[src/dbs_pkg.sv]
// Package for the detection box suppression block.
// Holds shared field widths, payload types and the controller-datapath command and status structs.
package dbs_pkg;
   localparam int unsigned FieldWidth = 17;
   localparam int unsigned PairWidth = 34;
   localparam logic [16:0] ThresholdReset = 17'd49152;
   localparam logic [16:0] LimitReset = 17'd26214;

   typedef enum logic [0:0] {
      REG_THRESHOLD = 1'b0,
      REG_LIMIT = 1'b1
   } reg_index_type;

   typedef struct packed {
      logic        role;
      logic [16:0] score;
      logic [16:0] box_left;
      logic [16:0] box_top;
      logic [16:0] box_right;
      logic [16:0] box_bottom;
      logic        frame_end;
   } req_type;

   typedef struct packed {
      logic        present;
      logic        out_role;
      logic [16:0] out_score;
      logic [16:0] out_left;
      logic [16:0] out_top;
      logic [16:0] out_right;
      logic [16:0] out_bottom;
      logic        last_result;
   } rsp_type;

   typedef struct packed {
      logic insert;
      logic set_role;
      logic start_cand;
      logic start_cmp;
      logic step_cmp;
      logic keep;
      logic next_cand;
      logic clear_rank;
      logic start_emit;
      logic emit_step;
      logic clear_all;
   } cmd_type;

   typedef struct packed {
      logic rank_empty;
      logic cand_done;
      logic cmp_done;
      logic cmp_hit;
      logic emit_last;
      logic kept_empty;
   } status_type;
endpackage

[src/dbs_controller.sv]
// Controller state machine sequencing insertion, suppression and result emission.
// Depends on dbs_pkg for the command and status structs.
module dbs_controller #(
   parameter int unsigned ROLE_COUNT = 2
) (
   input  logic                clock,
   input  logic                reset,
   input  logic                req_valid,
   input  logic                req_role,
   input  logic                req_end,
   output logic                req_ready,
   output logic                rsp_valid,
   input  logic                rsp_ready,
   input  logic                cur_role,
   input  dbs_pkg::status_type status,
   output dbs_pkg::cmd_type    cmd
);
   typedef enum logic [2:0] {
      S_IDLE, S_CAND, S_CMP, S_EMIT
   } state_type;

   state_type state_ff, state_in;
   logic      after_ff, after_in;
   logic      item_ff, item_in;
   logic      rsp_valid_ff, rsp_valid_in;

   logic accept, in_range, role_change;
   assign in_range = (ROLE_COUNT > 1) || (req_role == 1'b0);
   assign role_change = req_valid && in_range && (req_role != cur_role);
   assign req_ready = (state_ff == S_IDLE) && !rsp_valid_ff && !role_change;
   assign accept = req_valid && req_ready;
   assign rsp_valid = rsp_valid_ff;

   always_comb begin
      cmd = '0;
      state_in = state_ff;
      after_in = after_ff;
      item_in = item_ff;
      rsp_valid_in = rsp_valid_ff;
      unique case (state_ff)
         S_IDLE: begin
            if (role_change && state_ff == S_IDLE && !rsp_valid_ff) begin
               cmd.start_cand = 1'b1;
               item_in = 1'b1;
               after_in = 1'b0;
               state_in = S_CAND;
            end else if (accept) begin
               cmd.insert = in_range;
               if (req_end) begin
                  cmd.start_cand = 1'b1;
                  item_in = 1'b0;
                  after_in = 1'b1;
                  state_in = S_CAND;
               end
            end
         end
         S_CAND: begin
            if (status.cand_done) begin
               cmd.clear_rank = 1'b1;
               if (after_ff) begin
                  cmd.start_emit = 1'b1;
                  rsp_valid_in = 1'b1;
                  state_in = S_EMIT;
               end else begin
                  cmd.set_role = item_ff;
                  item_in = 1'b0;
                  state_in = S_IDLE;
               end
            end else begin
               cmd.start_cmp = 1'b1;
               state_in = S_CMP;
            end
         end
         S_CMP: begin
            if (status.cmp_hit) begin
               cmd.next_cand = 1'b1;
               state_in = S_CAND;
            end else if (status.cmp_done) begin
               cmd.keep = 1'b1;
               cmd.next_cand = 1'b1;
               state_in = S_CAND;
            end else begin
               cmd.step_cmp = 1'b1;
            end
         end
         S_EMIT: begin
            if (rsp_ready) begin
               if (status.emit_last) begin
                  rsp_valid_in = 1'b0;
                  cmd.clear_all = 1'b1;
                  state_in = S_IDLE;
               end else begin
                  cmd.emit_step = 1'b1;
               end
            end
         end
         default: state_in = S_IDLE;
      endcase
   end

   always_ff @(posedge clock) begin
      if (reset) begin
         state_ff <= S_IDLE;
         after_ff <= 1'b0;
         item_ff <= 1'b0;
         rsp_valid_ff <= 1'b0;
      end else begin
         state_ff <= state_in;
         after_ff <= after_in;
         item_ff <= item_in;
         rsp_valid_ff <= rsp_valid_in;
      end
   end

`ifndef SYNTH
   assert property (@(posedge clock) disable iff (reset) rsp_valid_ff |-> state_ff == S_EMIT)
      else $error("result shown outside emission");
   assert property (@(posedge clock) disable iff (reset) cmd.keep |-> status.cmp_done)
      else $error("keep before compare finished");
   assert property (@(posedge clock) disable iff (reset) req_ready |-> !rsp_valid_ff)
      else $error("item taken during emission");
`endif
endmodule

[config.mk]
export PLATFORM = sky130hd
export DESIGN_NAME = dbs_controller
export DESIGN_NICKNAME = d
export VERILOG_FILES = /design/src/dbs_pkg.sv /design/src/dbs_controller.sv
export SDC_FILE = /design/constraint.sdc
export NUM_CORES = 1
export LEC_CHECK = 0
export ABC_AREA = 0
export BUFFER_PORTS_ARGS = -buffer_cell sky130_fd_sc_hd__buf_2
export CAP_MARGIN = 20
export CORE_AREA = 2 2 39 41
export CTS_BUF_LIST = sky130_fd_sc_hd__clkbuf_2 sky130_fd_sc_hd__clkbuf_4 sky130_fd_sc_hd__clkbuf_8
export DETAILED_ROUTE_END_ITERATION = 12
export DIE_AREA = 0 0 41 43
export SYNTH_ARGS = -nofsm -noshare
export SYNTH_HDL_FRONTEND = slang
export SYNTH_SLANG_ARGS = --single-unit
[constraint.sdc]
create_clock -name clock -period 1.5 [get_ports clock]
set_input_delay 0.075 -clock clock [delete_from_list [all_inputs] [get_ports clock]]
set_output_delay 0.075 -clock clock [all_outputs]
set_load 0.03 [all_outputs]
# Yosys cells after proc, flatten, opt, wreduce, memory -nomap -nowiden
# Index checks and enable logic that the tools add are counted.
# classes
addsub	0
n_mul	0
div_mod_pow	0
order_cmp	0
n_eq_ne	12
shifts	0
n_mux	48
n_bitwise	0
n_reduce_logical	17
# op_table
op	count
$mux 1	29
$mux 3	8
$mux 2	8
$reduce_and 5->1	3
$pmux 3 s4	1
$ne 2x2->1 const B	5
$reduce_bool 2->1	4
$eq 3x2->1 const B	2
$logic_and 1x1->1	6
$ne 3x2->1 const B	2
$pmux 1 s2	2
$eq 3x1->1 const B	1
$logic_not 3->1	1
$ne 3x3->1 const B	1
$reduce_and 3->1	1
$logic_not 1->1	2
$ne 1x1->1	1
# word_totals
regBits	6
latchBits	0
ramBits	0
mem_bits_ro	0
in_bits	13
wordCells	81
mem_count	0

# Longest topological paths before layout
# Gate-level depths: netlist of the first run.
# logic_depth
ltp_word	8
mapped_depth	5
mapped_depth_nobuf	4

# Worst setup path after synthesis of the first run
# Ideal clock, no wire load.
# synth_timing
kind	register -> output
from	reg rsp_valid_ff (netlist: rsp_valid)
to	out req_ready
arrival_time_ps	2019
required_ps	1425
slack_ps	-594
stages_incl_launch_ff	2
n_path_buf	0
path_cell_list	dfxtp_1 a2111oi_0
# synth_between
elab_chain_len	3
# synth_rtl
element	line_no	rtl
start, declared	dbs_controller.sv:25	logic rsp_valid_ff, rsp_valid_in;
start signal, assigned	dbs_controller.sv:111	rsp_valid_ff <= rsp_valid_in;
$logic_not 1->1	dbs_controller.sv:30	assign req_ready = (state_ff == S_IDLE) && !rsp_valid_ff && !role_change;
$logic_and 1x1->1 (2 in a row)	dbs_controller.sv:30	
end, declared	dbs_controller.sv:11	output logic req_ready,
# No other way between the ends.

==> summary.txt, run 1 <==
GRT
  • Vias in the first global route: 392
  • Remaining Overflow, GRT: 0
  • GR Util All Layers: 12.34%
  • Antenna violations before repair: 0
  • Global-route wire length before repair: 1469 um
  • Largest net degree at the start of global routing: 13

Synthesis
  • Mean Syn Cell Area: 8.230 um^2
  • #FFs+latches synth: 5
  • EDFF count, synth: 0
  • Seq/Total Area, Yosys: 27.03%
  • Ranking of synthesized cells by area: dfxtp_1 27%, nor2_1 6.1%, nor3b_1 6.1%, a21oi_1 5.4%, a31oi_1 5.1%
  • Post-synth net total: 58
  • Yosys cell types: 28
  • Synth warn: 0
  • Mapped Area: 370.4 um^2
  • Primary FF master, synth: dfxtp_1
  • Async SR Flop Fraction: 0%
  • Mapped Cells: 45
  • Share of the synthesized area in the top cell type: 27.03%
  • Synth area leader: dfxtp_1

STA
  • Fmax: 730.2 MHz
  • Final Critical Period: 1370 ps
  • Max-slew headroom: 77.39%
  • Final hold violations: 0
  • Clk_skew: 1.914 ps
  • Slew Viols, Final: 0
  • RSZ-0062 raised after global routing: no
  • Setup violators final: 0
  • Fin crit share: 91.30%
  • Least-Margin Pin Slew: 338.9 ps
  • Min Hold Slack: 75.77 ps
  • Fin Setup TNS: 0 ps

Clocking
  • Clock tree buffer depth: 2
  • Clock latency on the worst-skew pair: 240 ps
  • H-tree Lvls: 1
  • CTS root buf: clkbuf_4
  • Postcts setup bufs: 0
  • Num CTS Buffers: 3
  • CTS tree: done
  • Clk sink count: 5
  • CTS clk-pin slew, worst paths: 40 ps

Floorplanning
  • Io pins: 26
  • Chip Height: 43 um
  • Starting Density: 26.76%
  • DIE AREA: 0.001763 mm^2
  • # rows: 14
  • Core area: 0.001384 mm^2
  • Die width: 41 um

Routing
  • Residual DRC: 0
  • Remaining antenna violation count: 0
  • DRT Pass-1 Iters: 4
  • DR vias: 417
  • Final wirelength: 907 um
  • WL/cell: 10.43 um
  • DR vias/cell: 4.793
  • 1st-iter DRT viols: 1

Final layout
  • Antenna fix cells: 0
  • Final #Nets: 85
  • Layout cells sized above 1: 50.70%
  • Synthesis-to-layout area growth: 46.62%

Worst setup path
  • Required @ worst endpoint: 1420 ps
  • Critical Path Start: state_ff[1]$_SDFFE_PP0P_
  • Worst EP arrival: 1290 ps
  • Setup CP Type: reg2out
  • Worst r2r src: state_ff[1]$_SDFFE_PP0P_
  • Endpoint type of the worst setup path: output pin
  • Startpoint Class: flop
  • Critical path fanouts, max: 12

Outcome
  • Status: complete, no violations

Placed design
  • RePlAce Congestion: 0.6747
  • Hpwl dp: 717.6 um
  • I/O Buffers: 23

Run
  • Max-cap violations: 0

Min path
  • Startpoint of the worst hold path: reset
  • Path category of the worst min-delay check: in2reg

Pwr
  • Max rail drop VDD: 305.9 uV
  • P_leak: 0.2604 nW
  • Power Dens Cells: 919.4 mW/mm^2
cells by family (layout without fill, tap and decap cells):
group                  count (synthesis)  after routing  share of synthesized area, %
buffers and inverters                  2             28                         3.040
flip-flops                             5              5                         27.03
AND/OR/NAND/NOR                       24             24                         40.88
XOR/XNOR                               1              1                         4.393
AO/OA/AOI/OAI                         13             13                         24.66
metrics by stage:
stage	instance area [um^2]	util [%]	worst slack, ps	power (mW)	cells
2_1_floorplan	376.6	-	82.67	0.2754	45
3_3_place_gp	504.2	36.44	217.7	0.3253	83
3_5_place_dp	504.2	36.44	186.3	0.3270	83
4_1_cts	535.5	38.70	60.74	0.5029	87
5_1_grt	543.0	39.24	11.18	0.5330	87
6_report	543.0	39.24	130.5	0.4993	87
state kept, by name, indices dropped and copies added (netlist names):
signal	cells
item_ff	1
rsp_valid	1
state_ff	2
after_ff	1
metal layers:
| metal | routed length, um | vias up | GRT usage (%) | share of wire [%] |
|---|---|---|---|---|
| met2 | 383 | 19 | 17.19 | 42 |
| met4 | 17 | 0 | 10.00 | 1.9 |
| met5 | 0 | - | 0 | 0 |
| met1 | 430 | 178 | 16.03 | 47 |
| li1 | - | 218 | - | - |
| met3 | 75 | 2 | 1.571 | 8.3 |
power breakdown:
part	switching, mW	total [mW]	internal, mW	leakage [nW]
logic	0.0966	0.159	0.0626	0.200
registers	0.0224	0.168	0.146	0.0417
clock network	0.0535	0.172	0.119	0.0184
total	0.173	0.499	0.327	0.260
cell usage after synthesis (all sizes together) (2+ instances only):
cell and count:
nor2 7, dfxtp 5, a21oi 4, a31oi 3, nor3b 3, a2111oi 2, and2 2, nand2 2
nor3 2, o21ai 2
final timing paths:
kind | endpoint | slack, ps | depth (start not counted)
worst max-delay path | cmd[2] | 130 | 3
worst min-delay path | state_ff[0]$_SDFFE_PP0P_ | 80 | 2
worst max register to register | state_ff[0]$_SDFFE_PP0P_ | 320 | 4
worst min register to register | item_ff$_SDFFE_PP0P_ | 500 | 2
critical path, cell delays in order, from the launching register on:
cell     delay (ps)
dfxtp_2         460
and3b_1         220
and2_2          190
buf_2           170
final cells by class:
class	count	area, um^2
multi-input cells	38	271.5
clock buffers	4	30.03
fillers	148	840.8
inverters	1	3.754
flip-flops and latches	5	102.6
repair buffers	23	115.1
well taps	16	20.02
cell usage in the layout (no fill, tap or decap), types with 2 or more instances in the layout:
master and instances:
dfxtp_2 2, nand2_1 2, nor3b_1 3, a31oi_1 3
a21oi_1 4, dfxtp_1 3, nor2_1 6, a2111oi_2 2
clkbuf_4 4, buf_2 23
what timing repair did:
action | 4_1_cts | 5_1_grt
setup endpoints to repair | 3 | 3
hold buffers | 0 | 0
hold endpoints to repair | 0 | 0
resized for setup | 1 | 2
No activity file was read; power rests on OpenSTA's default activity.
==> run 2: changes to the inputs <==
--- a/config.mk
+++ b/config.mk
@@ -12,6 +12,8 @@
 export CTS_BUF_LIST = sky130_fd_sc_hd__clkbuf_2 sky130_fd_sc_hd__clkbuf_4 sky130_fd_sc_hd__clkbuf_8
 export DETAILED_ROUTE_END_ITERATION = 12
 export DIE_AREA = 0 0 41 43
+export GPL_TIMING_DRIVEN = 0
+export SKIP_LAST_GASP = 1
 export SYNTH_ARGS = -nofsm -noshare
 export SYNTH_HDL_FRONTEND = slang
 export SYNTH_SLANG_ARGS = --single-unit
==> constraint.sdc (replaced) <==
create_clock -name clock -period 1.5 [get_ports clock]
set_input_delay 0.075 -clock clock [delete_from_list [all_inputs] [get_ports clock]]
set_output_delay 0.075 -clock clock [all_outputs]
set_load 0.01 [all_outputs]
==> summary.txt, run 2 (synthesized netlist as in run 1, its figures left out) <==
Routing
  • WL/cell: 10.56 um (+1.3%)
  • DR vias/cell: 4.795 (about the same)
  • DRT Pass-1 Iters: 2 (-2)
  • DR vias: 422 (+1.2%)
  • Final wirelength: 929 um (+2.4%)
  • 1st-iter DRT viols: 3 (+2)
  • Remaining antenna violation count: 0 (unchanged)
  • Residual DRC: 0 (unchanged)

Final layout
  • Design area: 535.5 um^2 (-1.4%)
  • Most common cell after layout, fill and taps aside: buf_2
  • Max FFs per register: 2 (unchanged)
  • Antenna fix cells: 0 (unchanged)
  • Layout cells sized above 1: 47.22% (-3.5 points)
  • Final non-filler cell total: 88 (+1.1%)
  • Largest register by flop count: state_ff
  • Final #Nets: 86 (+1.2%)
  • Synthesis-to-layout area growth: 44.59%
  • Most frequent cells in the layout: 23 x buf_2, 6 x nor2_1, 5 x dfxtp_1, 4 x a21oi_1, 4 x clkbuf_4
  • Final Util: 38.70% (-0.54 points)

Clocking
  • CTS resizes: 0 (-1)
  • Clock tree buffer depth: 2 (unchanged)
  • H-tree Lvls: 1 (unchanged)
  • CTS tree: done
  • Clock latency on the worst-skew pair: 240 ps (about the same)
  • CTS clk-pin slew, worst paths: 40 ps (about the same)
  • CTS root buf: clkbuf_4
  • # hold bufs at CTS: 0 (unchanged)
  • Clk sink count: 5 (unchanged)
  • Num CTS Buffers: 3 (unchanged)
  • Postcts setup bufs: 0 (unchanged)

Worst setup path
  • Setup CP Type: reg2out
  • Endpoint type of the worst setup path: output pin
  • R2r setup slk: 320 ps (about the same)
  • Worst r2r path cells: 5 (+1)
  • R2R Path End: rsp_valid$_SDFFE_PP0P_
  • Critical path fanouts, max: 10 (-2)
  • Worst EP arrival: 1300 ps (about the same)
  • Startpoint Class: flop
  • Required @ worst endpoint: 1420 ps (about the same)
  • Worst r2r src: state_ff[1]$_SDFFE_PP0P_

Placed design
  • Hpwl dp: 761.4 um (+6.1%)
  • I/O Buffers: 23 (unchanged)
  • Pre-CTS WS: 320.2 ps (+133.9 ps)
  • RePlAce Congestion: 0.6845 (+1.5%)
  • Cells after DPL: 84 (+1.2%)
  • Placed Area: 505.5 um^2 (+0.25%)

Pwr
  • Max rail drop VDD: 414.8 uV (+36%)
  • Power Dens Cells: 862.8 mW/mm^2 (-6.2%)
  • Pwr Total: 0.4621 mW (-7.5%)
  • P_leak: 0.2605 nW (about the same)

Floorplanning
  • Io pins: 26 (unchanged)
  • Chip Height: 43 um (unchanged)
  • Starting Density: 26.76% (unchanged)
  • Core area: 0.001384 mm^2 (unchanged)
  • DIE AREA: 0.001763 mm^2 (unchanged)
  • # rows: 14 (unchanged)
  • Die width: 41 um (unchanged)

STA
  • Setup violators final: 0 (unchanged)
  • Least-Margin Pin Slew: 357.9 ps (+19.04 ps)
  • Clk_skew: 0.6372 ps (-1.277 ps)
  • Fin Setup TNS: 0 ps (unchanged)
  • Setup ws final: 129.6 ps (-0.8720 ps)
  • RSZ-0062 raised after global routing: no
  • Fin crit share: 91.36% (about the same)
  • Final hold violations: 0 (unchanged)
  • Fmax: 729.7 MHz (about the same)
  • Min Hold Slack: 90.28 ps (+14.51 ps)
  • Final Critical Period: 1370 ps (+0.8720 ps)
  • Max-slew headroom: 75.52% (-1.9 points)
  • Slew Viols, Final: 0 (unchanged)

Min path
  • Startpoint of the worst hold path: reset
  • Cells on Worst Hold Path: 2 (unchanged)
  • Hold path endpoint: state_ff[0]$_SDFFE_PP0P_
  • Path category of the worst min-delay check: in2reg

GRT
  • Antenna violations before repair: 0 (unchanged)
  • Largest net degree at the start of global routing: 11 (-2)
  • GR Util All Layers: 12.17% (-0.16 points)
  • Remaining Overflow, GRT: 0 (unchanged)
  • Global-route wire length before repair: 1449 um (-1.4%)
  • Vias in the first global route: 366 (-6.6%)

Run
  • Max-cap violations: 0 (unchanged)

Outcome
  • Status: complete, no violations
[run 2: per-layer routing]
| layer | share of wire, % | global-route usage (%) | routed length [um] | vias up |
|---|---|---|---|---|
| met5 | 0 | 0 | 0 | - |
| met4 | 0 | 8.000 | 0 | 0 |
| met3 | 10 | 3.141 | 95 | 0 |
| met2 | 44 | 17.19 | 409 | 19 |
| met1 | 46 | 15.53 | 425 | 183 |
| li1 | - | - | - | 220 |
[run 2: worst max path at each step]
stage | startpoint | endpoint | depth (start not counted)
2_1_floorplan | state_ff[1]$_SDFFE_PP0P_ | rsp_valid$_SDFFE_PP0P_ | 5
5_1_grt | state_ff[1]$_SDFFE_PP0P_ | cmd[2] | 4
3_3_place_gp | state_ff[1]$_SDFFE_PP0P_ | rsp_valid$_SDFFE_PP0P_ | 5
3_5_place_dp | state_ff[1]$_SDFFE_PP0P_ | rsp_valid$_SDFFE_PP0P_ | 5
4_1_cts | state_ff[1]$_SDFFE_PP0P_ | cmd[2] | 4
6_report | state_ff[1]$_SDFFE_PP0P_ | cmd[2] | 4
[run 2: power by group]
group          internal, mW  switching (mW)  leakage (nW)
clock network         0.118          0.0524        0.0184
registers             0.144          0.0153        0.0409
logic                0.0611          0.0704         0.201
[run 2: critical path, cell delays in order (launching register included)]
cell and delay [ps]:
dfxtp_1 350, buf_4 180, and3b_1 200, and2_2 190, buf_2 130
[run 2: layout make-up]
class,instances,area [um^2]
plain buffers,1,7.507
clock buffers,4,30.03
fillers,165,848.3
inverters,1,3.754
multi-input cells,38,259.0
flip-flops and latches,5,100.1
well taps,16,20.02
repair buffers,23,115.1
